`src/hdl/qri_pkg.sv`:
```
// Package for the quaternion rate integrator: payload structs, sequencer
// states, fixed-point constants and the gyro cross-product term table.
// No dependencies.
`timescale 1ns / 1ps

package qri_pkg;

  localparam logic signed [31:0] ONE_Q30       = 32'sd1073741824;
  localparam logic [23:0]        STEP_TIME_RST = 24'd16777;

  typedef struct packed {
    logic               cmd;
    logic signed [23:0] rate_x;
    logic signed [23:0] rate_y;
    logic signed [23:0] rate_z;
    logic signed [31:0] load_w;
    logic signed [31:0] load_x;
    logic signed [31:0] load_y;
    logic signed [31:0] load_z;
  } in_item_t;

  typedef struct packed {
    logic signed [31:0] att_w;
    logic signed [31:0] att_x;
    logic signed [31:0] att_y;
    logic signed [31:0] att_z;
    logic               degenerate;
  } out_item_t;

  localparam logic CMD_GYRO = 1'b0;
  localparam logic CMD_LOAD = 1'b1;

  typedef enum logic [3:0] {
    S_IDLE,
    S_MUL,
    S_ACC,
    S_PREP,
    S_SCALE,
    S_SQM,
    S_SQA,
    S_SQRT_GO,
    S_SQRT,
    S_DIV_GO,
    S_DIV,
    S_DONE
  } state_t;

  localparam logic [1:0] RATE_X = 2'd0;
  localparam logic [1:0] RATE_Y = 2'd1;
  localparam logic [1:0] RATE_Z = 2'd2;

  // one term of p = q (x) (0, r): +/- q[qidx] * r[ridx]
  typedef struct packed {
    logic [1:0] qidx;
    logic [1:0] ridx;
    logic       neg;
  } term_t;

  function automatic term_t gyro_term(input logic [1:0] comp, input logic [1:0] k);
    term_t t;
    case ({comp, k})
      4'b00_00: t = '{qidx: 2'd1, ridx: RATE_X, neg: 1'b1};
      4'b00_01: t = '{qidx: 2'd2, ridx: RATE_Y, neg: 1'b1};
      4'b00_10: t = '{qidx: 2'd3, ridx: RATE_Z, neg: 1'b1};
      4'b01_00: t = '{qidx: 2'd0, ridx: RATE_X, neg: 1'b0};
      4'b01_01: t = '{qidx: 2'd2, ridx: RATE_Z, neg: 1'b0};
      4'b01_10: t = '{qidx: 2'd3, ridx: RATE_Y, neg: 1'b1};
      4'b10_00: t = '{qidx: 2'd0, ridx: RATE_Y, neg: 1'b0};
      4'b10_01: t = '{qidx: 2'd1, ridx: RATE_Z, neg: 1'b1};
      4'b10_10: t = '{qidx: 2'd3, ridx: RATE_X, neg: 1'b0};
      4'b11_00: t = '{qidx: 2'd0, ridx: RATE_Z, neg: 1'b0};
      4'b11_01: t = '{qidx: 2'd1, ridx: RATE_Y, neg: 1'b0};
      4'b11_10: t = '{qidx: 2'd2, ridx: RATE_X, neg: 1'b1};
      default:  t = '{qidx: 2'd0, ridx: RATE_X, neg: 1'b0};
    endcase
    return t;
  endfunction

endpackage

```
`src/hdl/qri_mul.sv`:
```
// Shared 33x33 signed multiplier with registered product.
// Depends on nothing but the package convention.
`timescale 1ns / 1ps

module qri_mul (
  input  logic               clk,
  input  logic signed [32:0] mul_a,
  input  logic signed [32:0] mul_b,
  output logic signed [65:0] prod
);
  import qri_pkg::*;

  logic signed [65:0] prod_r;

  always_ff @(posedge clk) begin
    prod_r <= mul_a * mul_b;
  end

  assign prod = prod_r;

endmodule

```
`config.mk`:
```
export PLATFORM = sky130hd
export DESIGN_NAME = qri_mul
export DESIGN_NICKNAME = d
export VERILOG_FILES = /design/src/hdl/qri_pkg.sv /design/src/hdl/qri_mul.sv
export SDC_FILE = /design/constraint.sdc
export NUM_CORES = 2
export LEC_CHECK = 0
export CORE_MARGIN = 5
export CORE_UTILIZATION = 62
export CTS_CLUSTER_SIZE = 8
export DETAILED_ROUTE_END_ITERATION = 8
export DONT_BUFFER_PORTS = 1
export HOLD_SLACK_MARGIN = 0.1
export PLACE_DENSITY = 0.81
export SKIP_CTS_REPAIR_TIMING = 1
export SYNTH_ARGS = -nofsm -noshare
export SYNTH_HDL_FRONTEND = slang
export SYNTH_SLANG_ARGS = --single-unit
```
`constraint.sdc`:
```
create_clock -name clk -period 8.75 [get_ports clk]
set_input_delay 1.3125 -clock clk [delete_from_list [all_inputs] [get_ports clk]]
set_output_delay 1.3125 -clock clk [all_outputs]
set_load 0.01 [all_outputs]
```
==> qor.yml <==
finish:
  fin_util: 0.6337
  fin_nets: 5588
  drive_gt1_frac: 0.01994
  syn_to_final_growth_pct: 1.920
  fin_cells: 5027
  largest_reg_flops: 66
  diodes: 0
  fill_cells: 5175
setup_path:
  worstPathRequired_ps: 9080
  crit_family: "adder cells"
  cp_common_cell: "fa_1"
  path_max_fanout: 33
  crit_buf_inv: 6
  crit_slowest_cell: "o31ai_4"
  cp-start-kind: "primary input"
  max_stage_delay_ps: 560
  crit_chain: "and2_1 -> fa_1 -> inv_1 -> fa_1 -> inv_1 -> fa_1 -> inv_1 -> fa_1 -> fa_1 -> inv_1 -> fa_1 -> fa_1 -> inv_1 -> fa_1 -> inv_1 -> ha_1 -> nand4_1 -> o21bai_1 -> a221o_1 -> a31oi_2 -> o31ai_4 -> a21oi_4 -> or3b_1 -> nand3_1"
  end_kind: "register"
  path_class: "in2reg"
  cp_data_arrival_time_ps: 8600
  startpoint: "mul_b[0]"
global_routing:
  gr-usage-all-layers: 0.3236
  grt_max_degree: 34
  antenna_found_initial: 2
  grt_pass1_vias: 32450
  grt_pass1_wl_um: 178500
  grt_overflow: 0
clock_tree:
  cts_buffer_depth: 2
  htree_levels: 3
  cts.clk_slew.worst_paths_ps: 70
  cts_tree: "built"
  cts_sinks: 66
  cts_inserted_buffers: 9
  root_buffer: "clkbuf_16"
detailed_routing:
  drc: 0
  wl_met3_um: 10820
  vias: 28660
  dr.pass1.iters: 5
  finalWirelength_um: 108800
  top_layer_used: "met4"
  met1Wirelength_um: 38290
  routed_via_density: 5.700
  drt_iter0_drc: 2175
  ant_nets: 0
  wl_per_cell_um: 21.64
  wl_met2_um: 52370
min_path:
  worstHoldStart: "mul_b[0]"
  hold_path_class: "in2reg"
sta:
  setup_tns_ps: 0
  setup_viol: 0
  slew_headroom: 0.5696
  fin_crit_sh: 0.9443
  worst_slack_ps: 487.4
  min_period_ps: 8263
  hold_viol_final: 0
  fmax_ghz: 0.1210
  drv_slew: 0
  rsz0062_at_grt: "no"
  worst_pin_slew_ps: 638.8
status:
  status: "completed"
synthesis:
  yosys_most_used_dff: "dfxtp_1"
  synthArstFlopShare: 0
  synth-edff-count: 0
  synthCells: 4338
  synth_cell_types: 80
  synth-seq-cells: 66
  syn_area_per_cell_um2: 9.390
  syn-num-nets: 5767
  yosys_warnings: 0
  ys_seq_area_frac: 0.03244
  synthesis.area_mm2: 0.04073
flow_run:
  maxCapViolCount: 0
place:
  place_congestion: 0.9539
  placed_cells: 5012
  dp_slack_ps: 166.8
  hpwl_um: 89050
  io_buffers: 0
floorplanning:
  io_pins: 133
  rows: 94
  fp.dieH_um: 266.3
  die_w_um: 266.3
  start_util: 0.6218
  fp.dieArea_mm2: 0.07093
  fp.coreArea_mm2: 0.06551
==> layout by cell type, fill, tap and decap left out, types with 3 or more instances in the layout <==
master     instances
fa_1            1145
inv_1           1131
and2_1           562
nand2_1          551
ha_1             217
nor2_1            68
dfxtp_1           66
a21oi_1           57
xnor2_1           43
a21o_1            36
buf_4             29
o21ai_0           25
nand3_1           25
xor2_1            25
nand2b_1          12
o21bai_1          11
nand4_1           11
clkbuf_16          9
a31oi_1            8
a211oi_1           7
nor3_1             7
o21a_1             6
o21ai_1            6
a211o_1            6
and3_1             5
and4_1             5
nor2b_1            5
o211ai_1           4
a211oi_2           3
or3_1              3
o31ai_4            3
a21oi_2            3
or2_2              3
==> worst paths after layout <==
path | endpoint | slack [ps] | depth (start not counted)
worst max-delay path | prod[63]$_DFF_P_ | 490 | 24
worst min-delay path | prod[0]$_DFF_P_ | 1060 | 1
==> final cells by class <==
cell class / count / area (um^2) / area share
clock buffer: 10 / 239.0 / 0.005756
clock inverter: 5 / 55.05 / 0.001326
inverter: 1131 / 4245 / 0.1023
multi-input combinational: 2920 / 34320 / 0.8266
sequential: 66 / 1321 / 0.03183
tap: 864 / 1081 / 0.02604
timing repair buffer: 31 / 257.7 / 0.006208
==> cells by family (layout without fill, tap and decap cells) <==
| family | after synthesis | count (layout) | synth area share |
|---|---|---|---|
| AO/OA/AOI/OAI | 219 | 219 | 0.04067 |
| XOR/XNOR | 68 | 68 | 0.01462 |
| adder cells (fa/ha/maj) | 1362 | 1362 | 0.6294 |
| buffers and inverters | 1352 | 1177 | 0.1251 |
| flip-flops | 66 | 66 | 0.03244 |
| AND/OR/NAND/NOR | 1271 | 1271 | 0.1578 |
==> synth_stat cells (all sizes together) (5+ instances only) <==
| library cell | number | area share |
|---|---|---|
| a211oi | 11 | 0.0027 |
| xnor2 | 43 | 0.0092 |
| o21bai | 11 | 0.0020 |
| nor2b | 5 | 0.00077 |
| nand2b | 12 | 0.0018 |
| and3 | 6 | 0.0010 |
| nor3 | 7 | 0.00086 |
| a211o | 6 | 0.0013 |
| buf | 13 | 0.0017 |
| and4 | 5 | 0.0011 |
| fa | 1145 | 0.56 |
| dfxtp | 66 | 0.032 |
| a21o | 38 | 0.0071 |
| a21oi | 61 | 0.0080 |
| xor2 | 25 | 0.0054 |
| o31ai | 7 | 0.0025 |
| o211ai | 5 | 0.0013 |
| ha | 217 | 0.067 |
| a31oi | 9 | 0.0015 |
| nand3 | 26 | 0.0033 |
| nor2 | 68 | 0.0063 |
| nand4 | 12 | 0.0020 |
| o21a | 6 | 0.0011 |
| clkbuf | 208 | 0.019 |
| and2 | 563 | 0.087 |
| inv | 1131 | 0.10 |
| o21ai | 33 | 0.0042 |
| nand2 | 551 | 0.051 |
==> stage by stage <==
step	hold slack, ps	instance area (um^2)
4_1_cts	1040	41520
2_1_floorplan	1440	40730
5_1_grt	1066	41520
3_5_place_dp	1442	41220
3_3_place_gp	1438	41220
6_report	1055	41520
==> per-layer routing <==
metal  global-route usage  up-vias
li1                     -    11950
met1               0.4049    14840
met2               0.5259     1477
met3              0.07914      387
met4               0.1717        0
met5            0.0006757        -
Power is not shown: default switching activity piles up to over one toggle a cycle in this logic, so the estimate is an artifact.
