--- src/hdl/qri_pkg.sv ---
// Package for the quaternion rate integrator: payload structs, sequencer
// states, fixed-point constants and the gyro cross-product term table.
// No dependencies.
`timescale 1ns / 1ps

package qri_pkg;

  localparam logic signed [31:0] ONE_Q30       = 32'sd1073741824;
  localparam logic [23:0]        STEP_TIME_RST = 24'd16777;

  typedef struct packed {
    logic               cmd;
    logic signed [23:0] rate_x;
    logic signed [23:0] rate_y;
    logic signed [23:0] rate_z;
    logic signed [31:0] load_w;
    logic signed [31:0] load_x;
    logic signed [31:0] load_y;
    logic signed [31:0] load_z;
  } in_item_t;

  typedef struct packed {
    logic signed [31:0] att_w;
    logic signed [31:0] att_x;
    logic signed [31:0] att_y;
    logic signed [31:0] att_z;
    logic               degenerate;
  } out_item_t;

  localparam logic CMD_GYRO = 1'b0;
  localparam logic CMD_LOAD = 1'b1;

  typedef enum logic [3:0] {
    S_IDLE,
    S_MUL,
    S_ACC,
    S_PREP,
    S_SCALE,
    S_SQM,
    S_SQA,
    S_SQRT_GO,
    S_SQRT,
    S_DIV_GO,
    S_DIV,
    S_DONE
  } state_t;

  localparam logic [1:0] RATE_X = 2'd0;
  localparam logic [1:0] RATE_Y = 2'd1;
  localparam logic [1:0] RATE_Z = 2'd2;

  // one term of p = q (x) (0, r): +/- q[qidx] * r[ridx]
  typedef struct packed {
    logic [1:0] qidx;
    logic [1:0] ridx;
    logic       neg;
  } term_t;

  function automatic term_t gyro_term(input logic [1:0] comp, input logic [1:0] k);
    term_t t;
    case ({comp, k})
      4'b00_00: t = '{qidx: 2'd1, ridx: RATE_X, neg: 1'b1};
      4'b00_01: t = '{qidx: 2'd2, ridx: RATE_Y, neg: 1'b1};
      4'b00_10: t = '{qidx: 2'd3, ridx: RATE_Z, neg: 1'b1};
      4'b01_00: t = '{qidx: 2'd0, ridx: RATE_X, neg: 1'b0};
      4'b01_01: t = '{qidx: 2'd2, ridx: RATE_Z, neg: 1'b0};
      4'b01_10: t = '{qidx: 2'd3, ridx: RATE_Y, neg: 1'b1};
      4'b10_00: t = '{qidx: 2'd0, ridx: RATE_Y, neg: 1'b0};
      4'b10_01: t = '{qidx: 2'd1, ridx: RATE_Z, neg: 1'b1};
      4'b10_10: t = '{qidx: 2'd3, ridx: RATE_X, neg: 1'b0};
      4'b11_00: t = '{qidx: 2'd0, ridx: RATE_Z, neg: 1'b0};
      4'b11_01: t = '{qidx: 2'd1, ridx: RATE_Y, neg: 1'b0};
      4'b11_10: t = '{qidx: 2'd2, ridx: RATE_X, neg: 1'b1};
      default:  t = '{qidx: 2'd0, ridx: RATE_X, neg: 1'b0};
    endcase
    return t;
  endfunction

endpackage

--- src/hdl/qri_sqrt.sv ---
// Iterative floor square root of a 64-bit value, two result bits a cycle.
// Uses qri_pkg.
`timescale 1ns / 1ps

module qri_sqrt (
  input  logic        clk,
  input  logic        rst_n,
  input  logic        start,
  input  logic [63:0] radicand,
  output logic        done,
  output logic [31:0] root
);
  import qri_pkg::*;

  logic        busy_r, busy_nxt;
  logic        done_r, done_nxt;
  logic [3:0]  cnt_r, cnt_nxt;
  logic [34:0] rem_r, rem_nxt;
  logic [31:0] root_r, root_nxt;
  logic [63:0] x_r, x_nxt;

  logic [34:0] rem_v, rem2, trial;
  logic [31:0] root_v;
  logic [63:0] x_v;

  always_comb begin
    rem_v  = rem_r;
    root_v = root_r;
    x_v    = x_r;
    rem2   = '0;
    trial  = '0;
    for (int j = 0; j < 2; j++) begin
      rem2  = {rem_v[32:0], x_v[63:62]};
      trial = {1'b0, root_v, 2'b01};
      if (rem2 >= trial) begin
        rem_v  = rem2 - trial;
        root_v = {root_v[30:0], 1'b1};
      end else begin
        rem_v  = rem2;
        root_v = {root_v[30:0], 1'b0};
      end
      x_v = {x_v[61:0], 2'b00};
    end
  end

  always_comb begin
    busy_nxt = busy_r;
    done_nxt = 1'b0;
    cnt_nxt  = cnt_r;
    rem_nxt  = rem_r;
    root_nxt = root_r;
    x_nxt    = x_r;
    if (start) begin
      busy_nxt = 1'b1;
      cnt_nxt  = '1;
      rem_nxt  = '0;
      root_nxt = '0;
      x_nxt    = radicand;
    end else if (busy_r) begin
      rem_nxt  = rem_v;
      root_nxt = root_v;
      x_nxt    = x_v;
      cnt_nxt  = cnt_r - 4'd1;
      if (cnt_r == '0) begin
        busy_nxt = 1'b0;
        done_nxt = 1'b1;
      end
    end
  end

  always_ff @(posedge clk) begin
    if (!rst_n) begin
      busy_r <= 1'b0;
      done_r <= 1'b0;
      cnt_r  <= '0;
    end else begin
      busy_r <= busy_nxt;
      done_r <= done_nxt;
      cnt_r  <= cnt_nxt;
    end
    rem_r  <= rem_nxt;
    root_r <= root_nxt;
    x_r    <= x_nxt;
  end

  assign done = done_r;
  assign root = root_r;

endmodule

--- config.mk ---
export PLATFORM = sky130hd
export DESIGN_NAME = qri_sqrt
export DESIGN_NICKNAME = d
export VERILOG_FILES = /design/src/hdl/qri_pkg.sv /design/src/hdl/qri_sqrt.sv
export SDC_FILE = /design/constraint.sdc
export NUM_CORES = 1
export LEC_CHECK = 0
export ABC_AREA = 1
export BUFFER_PORTS_ARGS = -buffer_cell sky130_fd_sc_hd__buf_2
export CAP_MARGIN = 10
export CELL_PAD_IN_SITES_DETAIL_PLACEMENT = 2
export CELL_PAD_IN_SITES_GLOBAL_PLACEMENT = 2
export CORE_MARGIN = 1.5
export CORE_UTILIZATION = 31
export DETAILED_ROUTE_END_ITERATION = 8
export PLACE_DENSITY_LB_ADDON = 0.1
export RECOVER_POWER = 50
export SLEW_MARGIN = 20
export SYNTH_ARGS = -nofsm -noshare
export SYNTH_HDL_FRONTEND = slang
export SYNTH_SLANG_ARGS = --single-unit
export TNS_END_PERCENT = 10
--- constraint.sdc ---
create_clock -name clk -period 3.55 [get_ports clk]
set_input_delay 0.1775 -clock clk [delete_from_list [all_inputs] [get_ports clk]]
set_output_delay 0.1775 -clock clk [all_outputs]
set_load 0.03 [all_outputs]
==> results of run 1 <==
[cells by family after synthesis]
family,share of synthesized area (%)
XOR/XNOR,3.62
AND/OR/NAND/NOR,29.7
AO/OA/AOI/OAI,13.8
buffers and inverters,10.1
flip-flops,33.7
multiplexers,0.404
adder cells (fa/ha/maj),8.70
[stage by stage]
step | setup TNS (ps) | utilization (%) | cells | instance area [µm²] | setup slack (ps)
after CTS | -22010 | 50.4 | 2323 | 15900 | -693
after detailed placement | -35380 | 44.0 | 2210 | 13900 | -1130
after global placement | -30670 | 44.0 | 2210 | 13900 | -994
after floorplan | -142 | - | 1424 | 10600 | -16.4
[repair_timing]
action / CTS
endpoints found under the setup margin: 34
pin swaps: 50
buffers inserted: 34
cloned: 6
gates resized for setup: 177
hold endpoints to repair: 41
hold buffers: 41
==> impl_metrics.json, run 1 <==
{
  "status": "aborted with a tool error",
  "haltStage": "global routing (5_1_grt)",
  "firstError": "[ERROR DPL-0033] detailed placement checks failed during check placement.",
  "yosysSeqAreaShare_pct": 33.7,
  "avgSynthCellArea_um2": 6.97,
  "num_rows": 65,
  "synth_top_flop_cell": "dfxtp_1",
  "die_w_um": 182,
  "die_y_um": 182,
  "syn_nets": 1560,
  "yosys-top-cells-area": "edfxtp_1 19%, nand2_1 19%, dfxtp_1 14%",
  "gp_congestion": 0.840,
  "endpoint_type": "register data pin",
  "cts_root_buf": "clkbuf_16",
  "dp_hpwl_mm": 35.2,
  "synth_common_cells": "491 x nand2_1, 150 x inv_1, 95 x nor2_1",
  "ios": 100,
  "clockBufferDepth": 2,
  "netlist_instances": 1424,
  "cts_buffers": 17,
  "crit_endpoint": "rem_r[27]$_SDFFE_PP0P_/D",
  "synth_area_um2": 9920,
  "antenna_found_initial": 0,
  "grt_max_degree": 60,
  "ys_ff_latch": 135,
  "synth.top_cell.area_share_pct": 19.4,
  "cts.sinks": 135,
  "htree_levels": 4,
  "port_buffers": 99,
  "ys_warn_count": 0,
  "ys_types": 53,
  "initial_core_util_pct": 31.4,
  "yosysTopAreaCell": "edfxtp_1",
  "synth-edff-count": 64,
  "postSynth.asyncResetShare_pct": 0,
  "synth_most_common_cell": "nand2_1"
}
==> run 2, diff against run 1 <==
Settings changed: CELL_PAD_IN_SITES_DETAIL_PLACEMENT 2 to not set, CELL_PAD_IN_SITES_GLOBAL_PLACEMENT 2 to not set, CORE_UTILIZATION 31 to 40, PLACE_DENSITY_LB_ADDON 0.1 to 0.15.
Clock period 3.55 ns to 4.62 ns, I/O delays scaled along.
==> run 2 against run 1 <==
Net effect: the flow now finishes, with violations (capacitance limit, slew limit); synthesized cell count is the same; area after synthesis unchanged.
==> impl_metrics.json, run 2 <==
{
  "status": "complete, but fails checks",
  "violations": "capacitance limit, slew limit",
  "ys_ff_latch": 135,
  "wl_per_cell_um": 15.6,
  "drtAntennaViolNets": 0,
  "synth_compound_area_share_pct": 13.8,
  "cts_buffers": 17,
  "num_rows": 57,
  "dr.pass1.iters": 5,
  "cts_hold_buf": 0,
  "clockBufferDepth": 2,
  "endpoint_kind": "flip-flop",
  "synth-xor-area-share_pct": 3.62,
  "synthMuxAreaShare_pct": 0.404,
  "place_inst": 1868,
  "hold_viol_final": 0,
  "clk_latency_ps": 430,
  "fin_skew_ps": 15.6,
  "initial_core_util_pct": 40.8,
  "synth_top_family_by_area": "simple AND/OR/NAND/NOR gates",
  "yosysTopAreaCell": "edfxtp_1",
  "yosys-top-cells-area": "edfxtp_1 19%, nand2_1 19%, dfxtp_1 14%",
  "syn_nets": 1560,
  "final_cell_count_no_fill": 1906,
  "maxCapViolCount": 1,
  "layout_common_cells": "487 x nand2_1, 144 x inv_1, 90 x buf_4, 88 x nor2_1, 73 x a21oi_1",
  "tritoncts": "yes",
  "min_path_type": "input port to flip-flop",
  "slowest_delay_ps": 380,
  "gp_congestion": 0.944,
  "yosysSeqAreaShare_pct": 33.7,
  "die_area_um2": 25800,
  "relSlewSlack_pct": -76.1,
  "ios": 100,
  "port_buffers": 99,
  "cts.sinks": 135,
  "cp-start-kind": "flip-flop",
  "synth-edff-count": 64,
  "top_register": "x_r",
  "finalCritPeriodShare_pct": 93.4,
  "syn_to_final_growth_pct": 21.5,
  "clkSlewWorstSetupHoldPaths_ps": 80,
  "use_met1_pct": 30.0,
  "synth_common_cells": "491 x nand2_1, 150 x inv_1, 95 x nor2_1",
  "grt_use_met3_pct": 4.67,
  "largest_reg_flops": 64,
  "synthSimpleGateAreaFrac_pct": 29.7,
  "netlist_instances": 1424,
  "viasPerCell": 5.13,
  "grt_max_degree": 77,
  "routed_wl_mm": 29.8,
  "crit_arrival_ps": 4680,
  "grt_pass1_vias": 9435,
  "layout.nets": 1705,
  "crit_fanout": 12,
  "path_common_cell": "nand2_1",
  "postSynth.asyncResetShare_pct": 0,
  "ys_warn_count": 0,
  "synth_top_flop_cell": "dfxtp_1",
  "core_area_um2": 24300,
  "final_layout_size_suffix_gt1_share_pct": 17.5,
  "synth_area_um2": 9920,
  "track_usage_pct": 23.1,
  "grt.overflow.total": 0,
  "die_w_um": 160,
  "avgSynthCellArea_um2": 6.97,
  "grt_pass1_wl_mm": 47.2,
  "route.detailed.drc": 0,
  "final_max_slew_viol_count": 68,
  "synth.top_cell.area_share_pct": 19.4,
  "antenna_found_initial": 0,
  "crit_slowest_cell": "ha_1",
  "setup_viol": 0,
  "htree_levels": 4,
  "min_period_ps": 4310,
  "via_count": 9770,
  "fill_cells": 2467,
  "synthAdderAreaFrac_pct": 8.70,
  "worstSetupPathType": "flip-flop to flip-flop",
  "synth_most_common_cell": "nand2_1",
  "layout_commonest_cell": "nand2_1",
  "cts_root_buf": "clkbuf_16",
  "drtIter0Drc": 629,
  "use_met2_pct": 37.9,
  "max_freq_mhz": 232,
  "top_usage_layer": "met2",
  "tightest_slew_ps": 2640,
  "crit_required_ps": 4990,
  "die_y_um": 160,
  "ys_types": 53,
  "insertedDiodeCount": 0,
  "dp_hpwl_mm": 22.6
}
==> run 2: cell counts after synthesis <==
No cell type changed its count.
==> run 2: repair_timing <==
action	in CTS	in global routing
setup buffers	0	5
gates cloned	0	1
pin swaps	0	5
endpoints found under the setup margin	1	34
gates resized for setup	1	66
==> run 2: path summary, 6_finish.rpt <==
| path | start | to | slack, ps | cells after the start |
|---|---|---|---|---|
| worst min-delay path | radicand[1] | x_r[1] | 50 | 3 |
| worst min register to register | rem_r[31] | rem_r[31] | 460 | 2 |
| worst max register to register | root[31] | rem_r[16] | 310 | 28 |
| worst max-delay path | root[31] | rem_r[16] | 310 | 28 |
==> run 2: critical path, delay by kind of cell, from the launching register on <==
family	cells	cell delay (ps)
AOI/OAI and AO/OA	4	710
adders and majority gates	2	730
buffers and inverters	5	640
DFF	1	340
and+or+nand+nor	17	1830
==> run 2: final cells by class <==
type	instances	area [µm²]	share of cell area, %
Clock buffer	19	475	3.95
Sequential cell	135	3340	27.7
Timing Repair Buffer	193	1190	9.86
Clock inverter	13	140	1.16
Tap cell	324	405	3.36
Timing Repair inverter	1	7.51	0.0623
Multi-Input combinational cell	1063	5890	48.9
Inverter	158	599	4.97
==> run 2: per-stage QoR <==
| stage | setup TNS (ps) | hold slack, ps | setup slack [ps] | instance area (µm²) | utilization [%] |
|---|---|---|---|---|---|
| floorplan | 0 | 355 | 534 | 9920 | - |
| global placement | 0 | 448 | 93.2 | 11100 | 45.7 |
| detailed placement | 0 | 449 | 32.3 | 11100 | 45.7 |
| CTS | 0 | 35.4 | 80.0 | 11700 | 48.3 |
| global route | -16.1 | 49.2 | -16.1 | 12100 | 49.6 |
| finish | 0 | 50.0 | 307 | 12100 | 49.6 |
==> run 2: metal layers <==
metal	vias up	routed length, µm
met2	285	13400
met1	4505	13700
met5	-	0
met3	46	1790
li1	4934	-
met4	0	921
==> run 2: kinds of logic (layout without fill, tap and decap cells) <==
| group | after synthesis | count (layout) |
|---|---|---|
| AND/OR/NAND/NOR | 709 | 709 |
| AO/OA/AOI/OAI | 240 | 240 |
| buffers and inverters | 226 | 384 |
| flip-flops | 135 | 135 |
| adder cells (fa/ha/maj) | 69 | 69 |
| XOR/XNOR | 41 | 41 |
| multiplexers | 4 | 4 |
Power of run 2 is not shown: default switching activity piles up to over one toggle a cycle in this logic, so the estimate is an artifact.
==> run 3, diff against run 2 <==
Settings changed: ABC_AREA 1 to not set, GPL_ROUTABILITY_DRIVEN set to 0.
==> run 3 against run 2 <==
Net effect: the run ends with capacitance limit, slew limit, setup timing left; die area increased by 0.99%; sequential share of layout area decreased by 4.5 points; synthesized cell count decreased by 22%; first-iteration DRC count decreased by 6.0%; worst hold slack improved by 5.8 ps; non-clock buffer count increased by 283; final cell count decreased by 2.6%; utilization increased by 9.7 points; register-to-register slack got worse by 810 ps; critical path type unchanged; highest routed layer unchanged.
==> impl_metrics.json, run 3 <==
{
  "largest_reg_flops": 64,
  "finalCritPeriodShare_pct": 111,
  "port_buffers": 99,
  "clk_latency_ps": 450,
  "final_layout_size_suffix_gt1_share_pct": 42.1,
  "synth-edff-count": 64,
  "avgSynthCellArea_um2": 9.01,
  "grt_setup_unrepaired": "yes",
  "fin_ws_ps": -503,
  "synth.top_cell.area_share_pct": 19.2,
  "num_rows": 57,
  "cts_root_buf": "clkbuf_16",
  "initial_core_util_pct": 41.0,
  "insertedDiodeCount": 0,
  "grt_pass1_wl_mm": 50.2,
  "viasPerCell": 5.17,
  "crit_fanout": 6,
  "relSlewSlack_pct": -76.4,
  "synth_area_um2": 10000,
  "final_cell_count_no_fill": 1856,
  "place_inst": 1801,
  "cts_buffers": 17,
  "syn_to_final_growth_pct": 44.6,
  "wl_per_cell_um": 16.8,
  "ys_warn_count": 0,
  "ys_ff_latch": 135,
  "htree_levels": 4,
  "ys_types": 77,
  "violations": "capacitance limit, slew limit, setup timing",
  "ios": 100,
  "syn_nets": 1248,
  "cp-start-kind": "flip-flop",
  "netlist_instances": 1112,
  "crit_arrival_ps": 5490,
  "min_path_type": "input port to flip-flop",
  "fin_skew_ps": 19.5,
  "grt_max_degree": 69,
  "core_area_um2": 24500,
  "routed_wl_mm": 31.2,
  "drtAntennaViolNets": 0,
  "cts.sinks": 135,
  "final_max_slew_viol_count": 49,
  "synth_top_flop_cell": "dfxtp_1",
  "endpoint_kind": "flip-flop",
  "synth_common_cells": "111 x nor2_1, 83 x a21oi_1, 83 x nand2_1",
  "tightest_slew_ps": 2650,
  "grt_pass1_vias": 9774,
  "tritoncts": "yes",
  "dp_hpwl_mm": 23.3,
  "clkSlewWorstSetupHoldPaths_ps": 80,
  "crit_required_ps": 4990,
  "drtIter0Drc": 591,
  "min_period_ps": 5120,
  "fin_setup_tns_ps": -12540,
  "utilization_pct": 59.2,
  "die_area_um2": 26000,
  "track_usage_pct": 24.5,
  "top_register": "x_r",
  "dr.pass1.iters": 5,
  "postSynth.asyncResetShare_pct": 0,
  "via_count": 9592,
  "cts_hold_buf": 0,
  "route.detailed.drc": 0,
  "yosysSeqAreaShare_pct": 33.4,
  "yosysTopAreaCell": "edfxtp_1",
  "die_y_um": 161,
  "status": "complete, but fails checks",
  "worstSetupPathType": "flip-flop to flip-flop",
  "hold_viol_final": 0,
  "maxCapViolCount": 1,
  "layout_common_cells": "361 x buf_4, 110 x nor2_1, 81 x nand2_1, 79 x a21oi_1, 65 x buf_2",
  "antenna_found_initial": 0,
  "layout_commonest_cell": "buf_4",
  "synth_most_common_cell": "nor2_1",
  "layout.nets": 1655,
  "setup_viol": 34,
  "die_w_um": 161,
  "max_freq_mhz": 195,
  "grt.overflow.total": 0,
  "clockBufferDepth": 2,
  "yosys-top-cells-area": "edfxtp_1 19%, dfxtp_1 14%, ha_1 8.6%"
}
[run 3: cell types whose count changed in the layout (fill, tap and decap cells not counted), moves of 35 or more]
cell,before,now
mux2i_1,4,40
mux2_2,0,60
inv_1,144,45
buf_4,90,361
a21o_1,7,42
nand2_1,487,81
nand3_1,67,15
[run 3: routing by layer]
metal	part of all wire (%)	wire length [µm]	vias up	global-route usage, %
li1	-	-	4850	-
met1	46	14300	4508	32.2
met2	48	15100	193	41.7
met3	4.0	1230	41	3.62
met4	1.8	569	0	6.90
met5	0	0	-	0
[run 3: stage by stage]
stage          setup slack, ps  cell area [µm²]  hold WS (ps)
6_report                  -503            14500          55.8
5_1_grt                   -660            14500          52.8
4_1_cts                   -345            14400          45.3
3_5_place_dp              -623            13300           507
3_3_place_gp              -599            13300           511
2_1_floorplan             -256            10200           345
[run 3: final cells by class]
cell class                 count  area (µm²)
clock buffer                  17         425
clock inverter                15         173
fill                        2179        9980
inverter                      58         221
multi-input combinational    831        6490
sequential                   135        3360
tap                          324         405
timing repair buffer         476        3410
[run 3: cell families after synthesis]
| group | synth area share [%] |
|---|---|
| flops | 33.4 |
| mux | 10.9 |
| buf+inv | 6.87 |
| xor+xnor | 4.89 |
| compound gates | 20.4 |
| simple gates | 14.9 |
| fa+ha+maj | 8.62 |
[run 3: worst max-delay path, cell delays in order, from the launching register on]
cell and delay, ps:
dfxtp_2 320, inv_1 70, ha_4 270, and4_4 230, nand4_1 230, or4_4 630
nand3_4 130, clkinvlp_4 160, buf_6 160, a211oi_2 200, a21o_1 180, ha_4 220
buf_6 120, a211o_1 320, a22o_4 280, buf_4 150, o2111ai_4 230, a211oi_4 110
or3_4 410, buf_4 170, a211o_1 240, a311oi_2 250
[run 3: final timing paths]
kind | slack [ps] | to | start | cells after the start
max | -500 | rem_r[31] | root[27] | 21
min reg2reg | 540 | x_r[47] | x_r[43] | 1
max reg2reg | -500 | rem_r[31] | root[27] | 21
min | 60 | done | rst_n | 3
[run 3: timing repair]
action                     4_1_cts  5_1_grt
resized for setup               82       27
gates cloned                     1        0
buffers inserted                13       10
pin swaps                       41       34
setup endpoints to repair       34       34
Power of run 3 is left out for the same reason.
