File: src/hdl/qri_pkg.sv
// Package for the quaternion rate integrator: payload structs, sequencer
// states, fixed-point constants and the gyro cross-product term table.
// No dependencies.
`timescale 1ns / 1ps

package qri_pkg;

  localparam logic signed [31:0] ONE_Q30       = 32'sd1073741824;
  localparam logic [23:0]        STEP_TIME_RST = 24'd16777;

  typedef struct packed {
    logic               cmd;
    logic signed [23:0] rate_x;
    logic signed [23:0] rate_y;
    logic signed [23:0] rate_z;
    logic signed [31:0] load_w;
    logic signed [31:0] load_x;
    logic signed [31:0] load_y;
    logic signed [31:0] load_z;
  } in_item_t;

  typedef struct packed {
    logic signed [31:0] att_w;
    logic signed [31:0] att_x;
    logic signed [31:0] att_y;
    logic signed [31:0] att_z;
    logic               degenerate;
  } out_item_t;

  localparam logic CMD_GYRO = 1'b0;
  localparam logic CMD_LOAD = 1'b1;

  typedef enum logic [3:0] {
    S_IDLE,
    S_MUL,
    S_ACC,
    S_PREP,
    S_SCALE,
    S_SQM,
    S_SQA,
    S_SQRT_GO,
    S_SQRT,
    S_DIV_GO,
    S_DIV,
    S_DONE
  } state_t;

  localparam logic [1:0] RATE_X = 2'd0;
  localparam logic [1:0] RATE_Y = 2'd1;
  localparam logic [1:0] RATE_Z = 2'd2;

  // one term of p = q (x) (0, r): +/- q[qidx] * r[ridx]
  typedef struct packed {
    logic [1:0] qidx;
    logic [1:0] ridx;
    logic       neg;
  } term_t;

  function automatic term_t gyro_term(input logic [1:0] comp, input logic [1:0] k);
    term_t t;
    case ({comp, k})
      4'b00_00: t = '{qidx: 2'd1, ridx: RATE_X, neg: 1'b1};
      4'b00_01: t = '{qidx: 2'd2, ridx: RATE_Y, neg: 1'b1};
      4'b00_10: t = '{qidx: 2'd3, ridx: RATE_Z, neg: 1'b1};
      4'b01_00: t = '{qidx: 2'd0, ridx: RATE_X, neg: 1'b0};
      4'b01_01: t = '{qidx: 2'd2, ridx: RATE_Z, neg: 1'b0};
      4'b01_10: t = '{qidx: 2'd3, ridx: RATE_Y, neg: 1'b1};
      4'b10_00: t = '{qidx: 2'd0, ridx: RATE_Y, neg: 1'b0};
      4'b10_01: t = '{qidx: 2'd1, ridx: RATE_Z, neg: 1'b1};
      4'b10_10: t = '{qidx: 2'd3, ridx: RATE_X, neg: 1'b0};
      4'b11_00: t = '{qidx: 2'd0, ridx: RATE_Z, neg: 1'b0};
      4'b11_01: t = '{qidx: 2'd1, ridx: RATE_Y, neg: 1'b0};
      4'b11_10: t = '{qidx: 2'd2, ridx: RATE_X, neg: 1'b1};
      default:  t = '{qidx: 2'd0, ridx: RATE_X, neg: 1'b0};
    endcase
    return t;
  endfunction

endpackage

File: src/hdl/qri_div.sv
// Iterative restoring divider, 62-bit numerator by 32-bit divisor, two
// quotient bits a cycle. The caller keeps num < den * 2^32. Uses qri_pkg.
`timescale 1ns / 1ps

module qri_div (
  input  logic        clk,
  input  logic        rst_n,
  input  logic        start,
  input  logic [61:0] num,
  input  logic [31:0] den,
  output logic        done,
  output logic [31:0] quot
);
  import qri_pkg::*;

  logic        busy_r, busy_nxt;
  logic        done_r, done_nxt;
  logic [3:0]  cnt_r, cnt_nxt;
  logic [31:0] rem_r, rem_nxt;
  logic [31:0] low_r, low_nxt;
  logic [31:0] quot_r, quot_nxt;
  logic [31:0] den_r, den_nxt;

  logic [31:0] rem_v, low_v, quot_v;
  logic [32:0] rem2, diff;

  always_comb begin
    rem_v  = rem_r;
    low_v  = low_r;
    quot_v = quot_r;
    rem2   = '0;
    diff   = '0;
    for (int j = 0; j < 2; j++) begin
      rem2 = {rem_v, low_v[31]};
      diff = rem2 - {1'b0, den_r};
      if (rem2 >= {1'b0, den_r}) begin
        rem_v  = diff[31:0];
        quot_v = {quot_v[30:0], 1'b1};
      end else begin
        rem_v  = rem2[31:0];
        quot_v = {quot_v[30:0], 1'b0};
      end
      low_v = {low_v[30:0], 1'b0};
    end
  end

  always_comb begin
    busy_nxt = busy_r;
    done_nxt = 1'b0;
    cnt_nxt  = cnt_r;
    rem_nxt  = rem_r;
    low_nxt  = low_r;
    quot_nxt = quot_r;
    den_nxt  = den_r;
    if (start) begin
      busy_nxt = 1'b1;
      cnt_nxt  = '1;
      rem_nxt  = {2'b00, num[61:32]};
      low_nxt  = num[31:0];
      quot_nxt = '0;
      den_nxt  = den;
    end else if (busy_r) begin
      rem_nxt  = rem_v;
      low_nxt  = low_v;
      quot_nxt = quot_v;
      cnt_nxt  = cnt_r - 4'd1;
      if (cnt_r == '0) begin
        busy_nxt = 1'b0;
        done_nxt = 1'b1;
      end
    end
  end

  always_ff @(posedge clk) begin
    if (!rst_n) begin
      busy_r <= 1'b0;
      done_r <= 1'b0;
      cnt_r  <= '0;
    end else begin
      busy_r <= busy_nxt;
      done_r <= done_nxt;
      cnt_r  <= cnt_nxt;
    end
    rem_r  <= rem_nxt;
    low_r  <= low_nxt;
    quot_r <= quot_nxt;
    den_r  <= den_nxt;
  end

  assign done = done_r;
  assign quot = quot_r;

endmodule

File: config.mk
export PLATFORM = sky130hd
export DESIGN_NAME = qri_div
export DESIGN_NICKNAME = d
export VERILOG_FILES = /design/src/hdl/qri_pkg.sv /design/src/hdl/qri_div.sv
export SDC_FILE = /design/constraint.sdc
export NUM_CORES = 1
export LEC_CHECK = 0
export BUFFER_PORTS_ARGS = -buffer_cell sky130_fd_sc_hd__buf_2
export CORE_ASPECT_RATIO = 1.75
export CORE_MARGIN = 3
export CORE_UTILIZATION = 50
export CTS_CLUSTER_SIZE = 25
export DETAILED_ROUTE_END_ITERATION = 10
export HOLD_SLACK_MARGIN = 0.12
export PLACE_DENSITY = 0.71
export SLEW_MARGIN = 25
export SYNTH_ARGS = -nofsm -noshare
export SYNTH_HDL_FRONTEND = slang
export SYNTH_SLANG_ARGS = --single-unit
File: constraint.sdc
create_clock -name clk -period 7 [get_ports clk]
set_input_delay 1.4 -clock clk [delete_from_list [all_inputs] [get_ports clk]]
set_output_delay 1.4 -clock clk [all_outputs]
set_load 0.02 [all_outputs]
==> results of run 1 <==
## repair_timing
action | CTS | global route
gates resized for setup | 0 | 1
hold buffers | 0 | 0
setup endpoints to repair | 0 | 4
## per-layer routing
| metal | up-vias | GRT usage, % | share of wire [%] | routed length, um |
|---|---|---|---|---|
| met3 | 70 | 5.149 | 5.4 | 1355 |
| met5 | - | 0 | 0 | 0 |
| li1 | 3787 | - | - | - |
| met1 | 3611 | 25.45 | 37 | 9130 |
| met4 | 0 | 13.61 | 5.1 | 1268 |
| met2 | 271 | 43.43 | 53 | 13150 |
## worst reg2reg max path, cell delays in order (launching register included)
cell       delay [ns]
edfxtp_1         0.39
ha_1             0.38
a21o_1           0.20
a211o_1          0.28
o211a_1          0.28
o31a_1           0.36
o21ai_2          0.51
nand2_4          0.39
mux2_2           0.41
ha_1             0.36
a21o_1           0.22
a31o_2           0.25
a22o_1           0.22
nor2_1           0.13
o41ai_1          0.12
a2bb2oi_1        0.20
a211oi_4         0.65
buf_4            0.43
mux2i_1          0.26
a21oi_1          0.11
## through the flow
stage,power (mW),setup slack (ns),utilization [%],cells
after global routing,6.957,0.04365,57.46,1321
after global placement,5.503,0.6475,54.49,1289
after CTS,6.420,0.4657,57.44,1321
after floorplan,4.651,1.787,-,983
after detailed placement,5.533,0.5162,54.49,1289
final,6.474,0.5669,57.46,1321
## final timing paths
kind	start	to	slack (ns)	cells past startpoint
setup / recovery	rem_r[3]	rem_r[10]	0.57	19
hold / removal	quot[31]	quot[31]	0.52	2
setup reg to reg	rem_r[3]	rem_r[10]	0.57	19
hold reg to reg	quot[31]	quot[31]	0.52	2
## flip-flops by register name (all words and copies together), names as in the netlist
signal and cells:
cnt_r 4, quot 32, low_r 32, den_r 32, rem_r 32, done 1
busy_r 1
## logic make-up (layout without fill, tap and decap cells)
| group | Yosys count | in the layout |
|---|---|---|
| and+or+nand+nor | 260 | 260 |
| AOI/OAI and AO/OA | 242 | 242 |
| DFF | 134 | 134 |
| buffers and inverters | 123 | 223 |
| muxes | 105 | 105 |
| adders and majority gates | 67 | 67 |
| xor gates and xnor gates | 52 | 52 |
## power groups by stage
stage	clock (mW)	combinational (mW)	sequential, mW
after global routing	0.896	4.89	1.17
after floorplan	0	3.52	1.13
after global placement	0	4.33	1.17
after CTS	0.868	4.39	1.16
final	0.850	4.46	1.16
after detailed placement	0	4.36	1.17
## cell usage in the layout (no fill, tap or decap), types with 10 or more instances in the layout
cell type / Yosys / layout
buf_2: 5 / 128
edfxtp_1: 94 / 94
nor2_1: 91 / 91
a21oi_1: 73 / 73
ha_1: 65 / 65
mux2i_1: 54 / 54
inv_1: 52 / 52
mux2_2: 50 / 50
nand2_1: 42 / 41
xnor2_1: 39 / 39
dfxtp_1: 40 / 39
o21ai_0: 36 / 36
nand3_1: 28 / 28
a21o_1: 26 / 26
nor3_1: 17 / 17
clkbuf_16: 0 / 17
xor2_1: 13 / 13
and3_1: 12 / 12
nand2b_1: 11 / 11
o21bai_1: 11 / 11
nand4_1: 10 / 10
a211oi_1: 10 / 10
o211ai_1: 10 / 10
buf_4: 31 / 10
## cell type report
class                   count  area (um^2)  share of cell area (%)
repair buffers            138        715.7                   6.674
well taps                 238        297.8                   2.777
multi-input cells         726         5333                   49.73
clock inverters            13        107.6                   1.003
clock buffers              19        442.9                   4.131
inverters                  53        198.9                   1.855
flip-flops and latches    134         3627                   33.83
==> impl_results.html, run 1 <==
<table>
<tr><th>Metric</th><th>Value</th></tr>
<tr><th colspan="2">Status</th></tr>
<tr><td>Result of the run</td><td>finished clean</td></tr>
<tr><th colspan="2">Drt</th></tr>
<tr><td>Residual DRC</td><td>0</td></tr>
<tr><td>First DRT Iteration DRCs</td><td>388</td></tr>
<tr><td>WL/cell</td><td>18.85 um</td></tr>
<tr><td>Total Routed Length</td><td>24900 um</td></tr>
<tr><td>Via density per instance</td><td>5.858</td></tr>
<tr><td>Number of detailed-routing iterations run before antenna repair</td><td>5</td></tr>
<tr><td>Via Count</td><td>7739</td></tr>
<tr><td>Number of nets with antenna violations after routing</td><td>0</td></tr>
<tr><th colspan="2">Power and ir drop</th></tr>
<tr><td>Static leakage</td><td>4.668 nW</td></tr>
<tr><td>Net switching power</td><td>3.016 mW</td></tr>
<tr><td>Sequential share of power</td><td>17.9%</td></tr>
<tr><td>Internal Dissipation</td><td>3.458 mW</td></tr>
<tr><td>Relative contribution of combinational cells to total power</td><td>69.0%</td></tr>
<tr><td>Power density over cell area</td><td>603.7 nW/um^2</td></tr>
<tr><td>Worst IR Drop VDD</td><td>0.0002913 V</td></tr>
<tr><td>Sw Ratio</td><td>46.58%</td></tr>
<tr><td>Clock power share</td><td>13.1%</td></tr>
<tr><th colspan="2">Final layout</th></tr>
<tr><td>Total inserted antenna cells</td><td>0</td></tr>
<tr><td>Fraction of final layout cells sized beyond drive strength 1</td><td>22.16%</td></tr>
<tr><td>Layout net count</td><td>1234</td></tr>
<tr><td>Area growth syn-to-layout</td><td>12.00%</td></tr>
<tr><td>Final non-filler cell area</td><td>10720 um^2</td></tr>
<tr><td>Number of fill cells in the layout</td><td>1689</td></tr>
<tr><th colspan="2">Synthesis</th></tr>
<tr><td>Count leader, synth</td><td>edfxtp_1</td></tr>
<tr><td>Post-synthesis instance area</td><td>9574 um^2</td></tr>
<tr><td>Simple-gate share of the synthesized area</td><td>13.36%</td></tr>
<tr><td>Count of state elements after synthesis</td><td>134</td></tr>
<tr><td>Number of library cell types mapped by synthesis</td><td>70</td></tr>
<tr><td>Leading post-synthesis cells by instance count</td><td>edfxtp_1, nor2_1, a21oi_1</td></tr>
<tr><td>Warnings, synthesis</td><td>0</td></tr>
<tr><td>Area share of fa/ha/maj cells after synthesis</td><td>8.913%</td></tr>
<tr><td>Synth Area in XOR/XNOR</td><td>4.757%</td></tr>
<tr><td>Share of synthesized area spent on multiplexers</td><td>11.68%</td></tr>
<tr><td>Sequential fraction of the synthesis area</td><td>37.85%</td></tr>
<tr><td>Complex-gate fraction of the synthesized area</td><td>16.95%</td></tr>
<tr><td>Library cell occupying the most area in the post-synthesis netlist</td><td>edfxtp_1</td></tr>
<tr><td>Most used flip-flop cell after synthesis</td><td>edfxtp_1</td></tr>
<tr><td>Count of flip-flops with a built-in enable after synthesis</td><td>94</td></tr>
<tr><td>Synthesized area per cell</td><td>9.740 um^2</td></tr>
<tr><td>Largest family of logic cells by synthesized area</td><td>compound AO/OA/AOI/OAI gates</td></tr>
<tr><td>Post-Syn Instances</td><td>983</td></tr>
<tr><td>Area share of the largest cell type after synthesis</td><td>29.48%</td></tr>
<tr><td>Proportion of synthesized flip-flops having asynchronous set or reset</td><td>0%</td></tr>
<tr><td>Syn nets</td><td>1147</td></tr>
<tr><td>Cells taking the most area after synthesis</td><td>edfxtp_1, ha_1, dfxtp_1, mux2_2, mux2i_1</td></tr>
<tr><th colspan="2">Hold path</th></tr>
<tr><td>Type of the tightest min-delay check</td><td>flip-flop to flip-flop</td></tr>
<tr><th colspan="2">Placement</th></tr>
<tr><td>Detail Placement HPWL</td><td>18770 um</td></tr>
<tr><td>Port-buffer cells</td><td>129</td></tr>
<tr><td>Last weighted congestion value of the routability-driven placer</td><td>0.9314</td></tr>
<tr><td>Post-placement cell area</td><td>10170 um^2</td></tr>
<tr><th colspan="2">Die</th></tr>
<tr><td>Number of top-level pins</td><td>130</td></tr>
<tr><td>Starting Density</td><td>51.30%</td></tr>
<tr><td>Die Span Y</td><td>189.1 um</td></tr>
<tr><td>DIE AREA</td><td>20910 um^2</td></tr>
<tr><td>Number of placement rows</td><td>66</td></tr>
<tr><td>Total core area</td><td>18660 um^2</td></tr>
<tr><td>Overall die width</td><td>110.6 um</td></tr>
<tr><th colspan="2">Global route</th></tr>
<tr><td>Global-route wire length before repair</td><td>40030 um</td></tr>
<tr><td>Number of global-route vias before repair</td><td>7895</td></tr>
<tr><td>Sum of overflow across all layers after global routing</td><td>0</td></tr>
<tr><td>Antenna violations before repair</td><td>0</td></tr>
<tr><td>Largest net degree at the start of global routing</td><td>63</td></tr>
<tr><td>Overall track demand over capacity in global routing</td><td>23.95%</td></tr>
<tr><th colspan="2">Worst setup path</th></tr>
<tr><td>Required time of the critical path</td><td>7.15 ns</td></tr>
<tr><td>Worst setup SP type</td><td>flip-flop</td></tr>
<tr><td>Worst setup path class</td><td>flip-flop to flip-flop</td></tr>
<tr><td>Maximum cell stage delay along the critical path</td><td>0.65 ns</td></tr>
<tr><td>Buf/Inv on CP</td><td>1</td></tr>
<tr><td>Crit Path Max Fanout</td><td>24</td></tr>
<tr><td>Worst path arrival time</td><td>6.58 ns</td></tr>
<tr><td>Highest-delay cell along the critical path</td><td>a211oi_4</td></tr>
<tr><td>Critical path capture point type</td><td>flip-flop</td></tr>
<tr><td>Largest delay contributor family on the critical path</td><td>compound AO/OA/AOI/OAI gates</td></tr>
<tr><td>Cell Chain, Critical Path</td><td>ha_1 -&gt; a21o_1 -&gt; a211o_1 -&gt; o211a_1 -&gt; o31a_1 -&gt; o21ai_2 -&gt; nand2_4 -&gt; mux2_2 -&gt; ha_1 -&gt; a21o_1 -&gt; a31o_2 -&gt; a22o_1 -&gt; nor2_1 -&gt; o41ai_1 -&gt; a2bb2oi_1 -&gt; a211oi_4 -&gt; buf_4 -&gt; mux2i_1 -&gt; a21oi_1</td></tr>
<tr><th colspan="2">Clock tree</th></tr>
<tr><td>Clock tree from TritonCTS</td><td>done</td></tr>
<tr><td>H-tree depth</td><td>4</td></tr>
<tr><td>Maximum clock insertion buffer count</td><td>2</td></tr>
<tr><td>Total clock buffers created by CTS</td><td>17</td></tr>
<tr><td>Clock latency of the later-clocked register in the worst-skew pair</td><td>0.43 ns</td></tr>
<tr><td>Post-CTS setup buffer count</td><td>0</td></tr>
<tr><td>Clock transition at path regs</td><td>0.07 ns</td></tr>
<tr><td>Clock net sink count</td><td>134</td></tr>
<tr><td>Cell at the root of the clock tree</td><td>clkbuf_16</td></tr>
<tr><th colspan="2">Timing</th></tr>
<tr><td>Number of setup violations in the final report</td><td>0</td></tr>
<tr><td>Transition time at the pin with the least slew margin</td><td>0.7981 ns</td></tr>
<tr><td>Post-layout min period</td><td>6.433 ns</td></tr>
<tr><td>Final hold vios</td><td>0</td></tr>
<tr><td>Setup_tns</td><td>0 ns</td></tr>
<tr><td>RSZ-0062 raised after global routing</td><td>no</td></tr>
<tr><td>Clock Skews</td><td>0.009391 ns</td></tr>
<tr><td>Final period util</td><td>91.90%</td></tr>
<tr><td>Final Slew Violations</td><td>0</td></tr>
<tr><td>Max-slew headroom</td><td>46.79%</td></tr>
<tr><td>Highest clock rate</td><td>155.4 MHz</td></tr>
<tr><td>Min Hold Slack</td><td>0.5162 ns</td></tr>
<tr><th colspan="2">Flow run</th></tr>
<tr><td>Max-cap check violation count</td><td>0</td></tr>
</table>
Note: power is estimated with default switching activity, not from simulation.
==> inputs of run 2 (changes only) <==
- PLACE_DENSITY: 0.71 -> default
- PLACE_DENSITY_LB_ADDON: default -> 0.05
- clock period: 7 -> 8.3 ns (I/O delays scaled with it)
==> run 2 against run 1 <==
  * First-iteration DRC count is 9.0% higher
  * Via count fell by 0.49%
  * Clock skew decreased by 0.0011 ns
  * Highest routed layer unchanged
  * Maximum frequency decreased by 4.6%
  * Critical endpoint is now rem_r[30]
==> impl_results.html, run 2 (synthesis results as in run 1) <==
<table>
<tr><th>Metric</th><th>Value</th></tr>
<tr><th colspan="2">Final layout</th></tr>
<tr><td>Number of fill cells in the layout</td><td>1748</td></tr>
<tr><td>Number of non-filler instances in the completed layout</td><td>1318</td></tr>
<tr><td>Layout net count</td><td>1231</td></tr>
<tr><td>Reg area</td><td>3627 um^2</td></tr>
<tr><td>Area growth syn-to-layout</td><td>12.21%</td></tr>
<tr><td>Leading cell types in the layout, fill and taps excluded</td><td>buf_2, edfxtp_1, nor2_1</td></tr>
<tr><td>Fraction of final layout cells sized beyond drive strength 1</td><td>21.76%</td></tr>
<tr><td>Total inserted antenna cells</td><td>0</td></tr>
<tr><td>Most common library cell in the layout ignoring fill and taps</td><td>buf_2</td></tr>
<tr><td>Multi-input gate area in the final layout</td><td>5331 um^2</td></tr>
<tr><th colspan="2">Die</th></tr>
<tr><td>Number of placement rows</td><td>66</td></tr>
<tr><td>Number of top-level pins</td><td>130</td></tr>
<tr><td>Overall die width</td><td>110.6 um</td></tr>
<tr><td>Total core area</td><td>18660 um^2</td></tr>
<tr><td>Die Span Y</td><td>189.1 um</td></tr>
<tr><td>Starting Density</td><td>51.30%</td></tr>
<tr><td>DIE AREA</td><td>20910 um^2</td></tr>
<tr><th colspan="2">Worst setup path</th></tr>
<tr><td>Worst setup path class</td><td>flip-flop to flip-flop</td></tr>
<tr><td>Critical path capture point type</td><td>flip-flop</td></tr>
<tr><td>Startpoint of the most critical register-to-register path</td><td>rem_r[3]</td></tr>
<tr><td>Worst reg2reg path endpoint</td><td>rem_r[30]</td></tr>
<tr><td>Maximum cell stage delay along the critical path</td><td>0.63 ns</td></tr>
<tr><td>Crit Path Max Fanout</td><td>30</td></tr>
<tr><td>Highest-delay cell along the critical path</td><td>and2_1</td></tr>
<tr><td>Buf/Inv on CP</td><td>1</td></tr>
<tr><td>Reg-to-reg slack, setup</td><td>1.56 ns</td></tr>
<tr><td>Most Frequent Cell on Critical Path</td><td>ha_1</td></tr>
<tr><td>Cell Chain, Critical Path</td><td>ha_1 -&gt; a21o_1 -&gt; a211o_1 -&gt; o211a_1 -&gt; o31a_1 -&gt; o21ai_2 -&gt; and2_1 -&gt; mux2_2 -&gt; ha_1 -&gt; and3_1 -&gt; o21ai_0 -&gt; a211oi_1 -&gt; nor2_1 -&gt; o41ai_1 -&gt; a2bb2oi_1 -&gt; a211oi_4 -&gt; buf_4 -&gt; or3_1 -&gt; a311oi_2</td></tr>
<tr><td>Required time of the critical path</td><td>8.63 ns</td></tr>
<tr><td>Worst setup SP type</td><td>flip-flop</td></tr>
<tr><td>Worst path arrival time</td><td>7.08 ns</td></tr>
<tr><td>Logic depth of the worst register-to-register path</td><td>19</td></tr>
<tr><td>Largest delay contributor family on the critical path</td><td>compound AO/OA/AOI/OAI gates</td></tr>
<tr><th colspan="2">Timing</th></tr>
<tr><td>RSZ-0062 raised after global routing</td><td>no</td></tr>
<tr><td>Transition time at the pin with the least slew margin</td><td>0.8776 ns</td></tr>
<tr><td>Number of setup violations in the final report</td><td>0</td></tr>
<tr><td>Final hold vios</td><td>0</td></tr>
<tr><td>Final Slew Violations</td><td>0</td></tr>
<tr><td>Highest clock rate</td><td>148.3 MHz</td></tr>
<tr><td>Clock Skews</td><td>0.008340 ns</td></tr>
<tr><td>Final period util</td><td>81.24%</td></tr>
<tr><td>Post-layout min period</td><td>6.743 ns</td></tr>
<tr><td>Max-slew headroom</td><td>41.31%</td></tr>
<tr><td>Setup_tns</td><td>0 ns</td></tr>
<tr><th colspan="2">Hold path</th></tr>
<tr><td>Worst hold path endpoint</td><td>quot[31]</td></tr>
<tr><td>Hold path startpoint</td><td>quot[31]</td></tr>
<tr><td>Type of the tightest min-delay check</td><td>flip-flop to flip-flop</td></tr>
<tr><td>Worst hold path stage count</td><td>2</td></tr>
<tr><th colspan="2">Drt</th></tr>
<tr><td>First DRT Iteration DRCs</td><td>423</td></tr>
<tr><td>Total Routed Length</td><td>25620 um</td></tr>
<tr><td>Met1 WL</td><td>9215 um</td></tr>
<tr><td>WL/cell</td><td>19.44 um</td></tr>
<tr><td>Via density per instance</td><td>5.843</td></tr>
<tr><td>Met3 WL</td><td>939 um</td></tr>
<tr><td>Met2 routed wirelength</td><td>14230 um</td></tr>
<tr><td>Number of nets with antenna violations after routing</td><td>0</td></tr>
<tr><td>Residual DRC</td><td>0</td></tr>
<tr><td>Top Layer Used</td><td>met4</td></tr>
<tr><td>Number of detailed-routing iterations run before antenna repair</td><td>5</td></tr>
<tr><td>Via Count</td><td>7701</td></tr>
<tr><th colspan="2">Clock tree</th></tr>
<tr><td>Clock tree from TritonCTS</td><td>done</td></tr>
<tr><td>Cell at the root of the clock tree</td><td>clkbuf_16</td></tr>
<tr><td>Clock latency of the later-clocked register in the worst-skew pair</td><td>0.43 ns</td></tr>
<tr><td>Clock transition at path regs</td><td>0.06 ns</td></tr>
<tr><td>Post-CTS sizing</td><td>0</td></tr>
<tr><td>Total clock buffers created by CTS</td><td>17</td></tr>
<tr><td>H-tree depth</td><td>4</td></tr>
<tr><td>Maximum clock insertion buffer count</td><td>2</td></tr>
<tr><td>Clock net sink count</td><td>134</td></tr>
<tr><td>Post-CTS setup buffer count</td><td>0</td></tr>
<tr><td># hold bufs at CTS</td><td>0</td></tr>
<tr><th colspan="2">Global route</th></tr>
<tr><td>Global-route wire length before repair</td><td>41310 um</td></tr>
<tr><td>Sum of overflow across all layers after global routing</td><td>0</td></tr>
<tr><td>Largest net degree at the start of global routing</td><td>71</td></tr>
<tr><td>Number of global-route vias before repair</td><td>7980</td></tr>
<tr><td>Overall track demand over capacity in global routing</td><td>24.81%</td></tr>
<tr><td>Antenna violations before repair</td><td>0</td></tr>
<tr><th colspan="2">Power and ir drop</th></tr>
<tr><td>Net switching power</td><td>2.552 mW</td></tr>
<tr><td>Power density over cell area</td><td>513.9 nW/um^2</td></tr>
<tr><td>Internal Dissipation</td><td>2.969 mW</td></tr>
<tr><td>Clock power share</td><td>13.8%</td></tr>
<tr><td>Sequential share of power</td><td>17.7%</td></tr>
<tr><td>Worst IR Drop VDD</td><td>0.0002305 V</td></tr>
<tr><td>Sw Ratio</td><td>46.22%</td></tr>
<tr><td>Static leakage</td><td>4.675 nW</td></tr>
<tr><td>Relative contribution of combinational cells to total power</td><td>68.5%</td></tr>
<tr><th colspan="2">Placement</th></tr>
<tr><td>Port-buffer cells</td><td>129</td></tr>
<tr><td>Detail Placement HPWL</td><td>19580 um</td></tr>
<tr><td>Last weighted congestion value of the routability-driven placer</td><td>0.9440</td></tr>
<tr><td>Cell total after placement</td><td>1286</td></tr>
<tr><th colspan="2">Status</th></tr>
<tr><td>Result of the run</td><td>finished clean</td></tr>
<tr><th colspan="2">Flow run</th></tr>
<tr><td>Max-cap check violation count</td><td>0</td></tr>
</table>
run 2: cell types whose count changed in the layout (fill, tap and decap cells not counted):
| cell | previous run | this run |
|---|---|---|
| and2_1 | 8 | 9 |
| clkbuf_8 | 1 | 2 |
| inv_6 | 8 | 2 |
| clkbuf_16 | 17 | 19 |
| bufinv_16 | 0 | 1 |
| clkinv_2 | 1 | 3 |
| inv_8 | 1 | 0 |
| and2_2 | 1 | 0 |
| clkinv_1 | 1 | 2 |
| buf_4 | 10 | 7 |
run 2: worst max path at each step:
stage	cells after the start	slack (ns)	from	end
finish	19	1.56	rem_r[3]	rem_r[30]
floorplan	22	3.09	rem_r[15]	rem_r[26]
global placement	18	1.72	rem_r[8]	rem_r[4]
detailed placement	19	1.63	rem_r[3]	rem_r[30]
global route	19	1.0	rem_r[3]	rem_r[26]
CTS	19	1.58	rem_r[3]	rem_r[30]
run 2: area by class of cell:
cell class	instances	area share (%)
clock buffers	22	4.717
clock inverters	10	0.8153
inverters	53	1.852
multi-input cells	726	49.63
flip-flops and latches	134	33.76
well taps	238	2.772
repair buffers	135	6.452
run 2: metrics by stage:
step | total power, mW | util, % | hold slack, ns | setup WS [ns] | area [um^2]
5_1_grt | 5.925 | 57.56 | 0.5386 | 0.9973 | 10740
6_report | 5.521 | 57.56 | 0.4998 | 1.557 | 10740
4_1_cts | 5.510 | 57.56 | 0.5040 | 1.577 | 10740
2_1_floorplan | 3.923 | - | 0.4752 | 3.087 | 9574
3_5_place_dp | 4.730 | 54.38 | 0.4885 | 1.633 | 10150
3_3_place_gp | 4.726 | 54.36 | 0.4750 | 1.719 | 10150
run 2: metal layers:
metal,track usage (%),vias up
met5,0,-
met4,13.70,0
met3,4.061,71
met2,48.25,215
met1,24.51,3647
li1,-,3768
run 2: worst min-delay path, cell delays in order, from the launching register on:
cell,delay (ns)
dfxtp_1,0.33
mux2i_1,0.07
nor2_1,0.07
run 2: power groups by stage:
| stage | clock, mW | sequential [mW] | combinational [mW] |
|---|---|---|---|
| final | 0.762 | 0.979 | 3.78 |
| after global routing | 0.802 | 0.992 | 4.13 |
| after CTS | 0.774 | 0.980 | 3.76 |
| after detailed placement | 0 | 0.990 | 3.74 |
| after global placement | 0 | 0.992 | 3.73 |
| after floorplan | 0 | 0.950 | 2.97 |
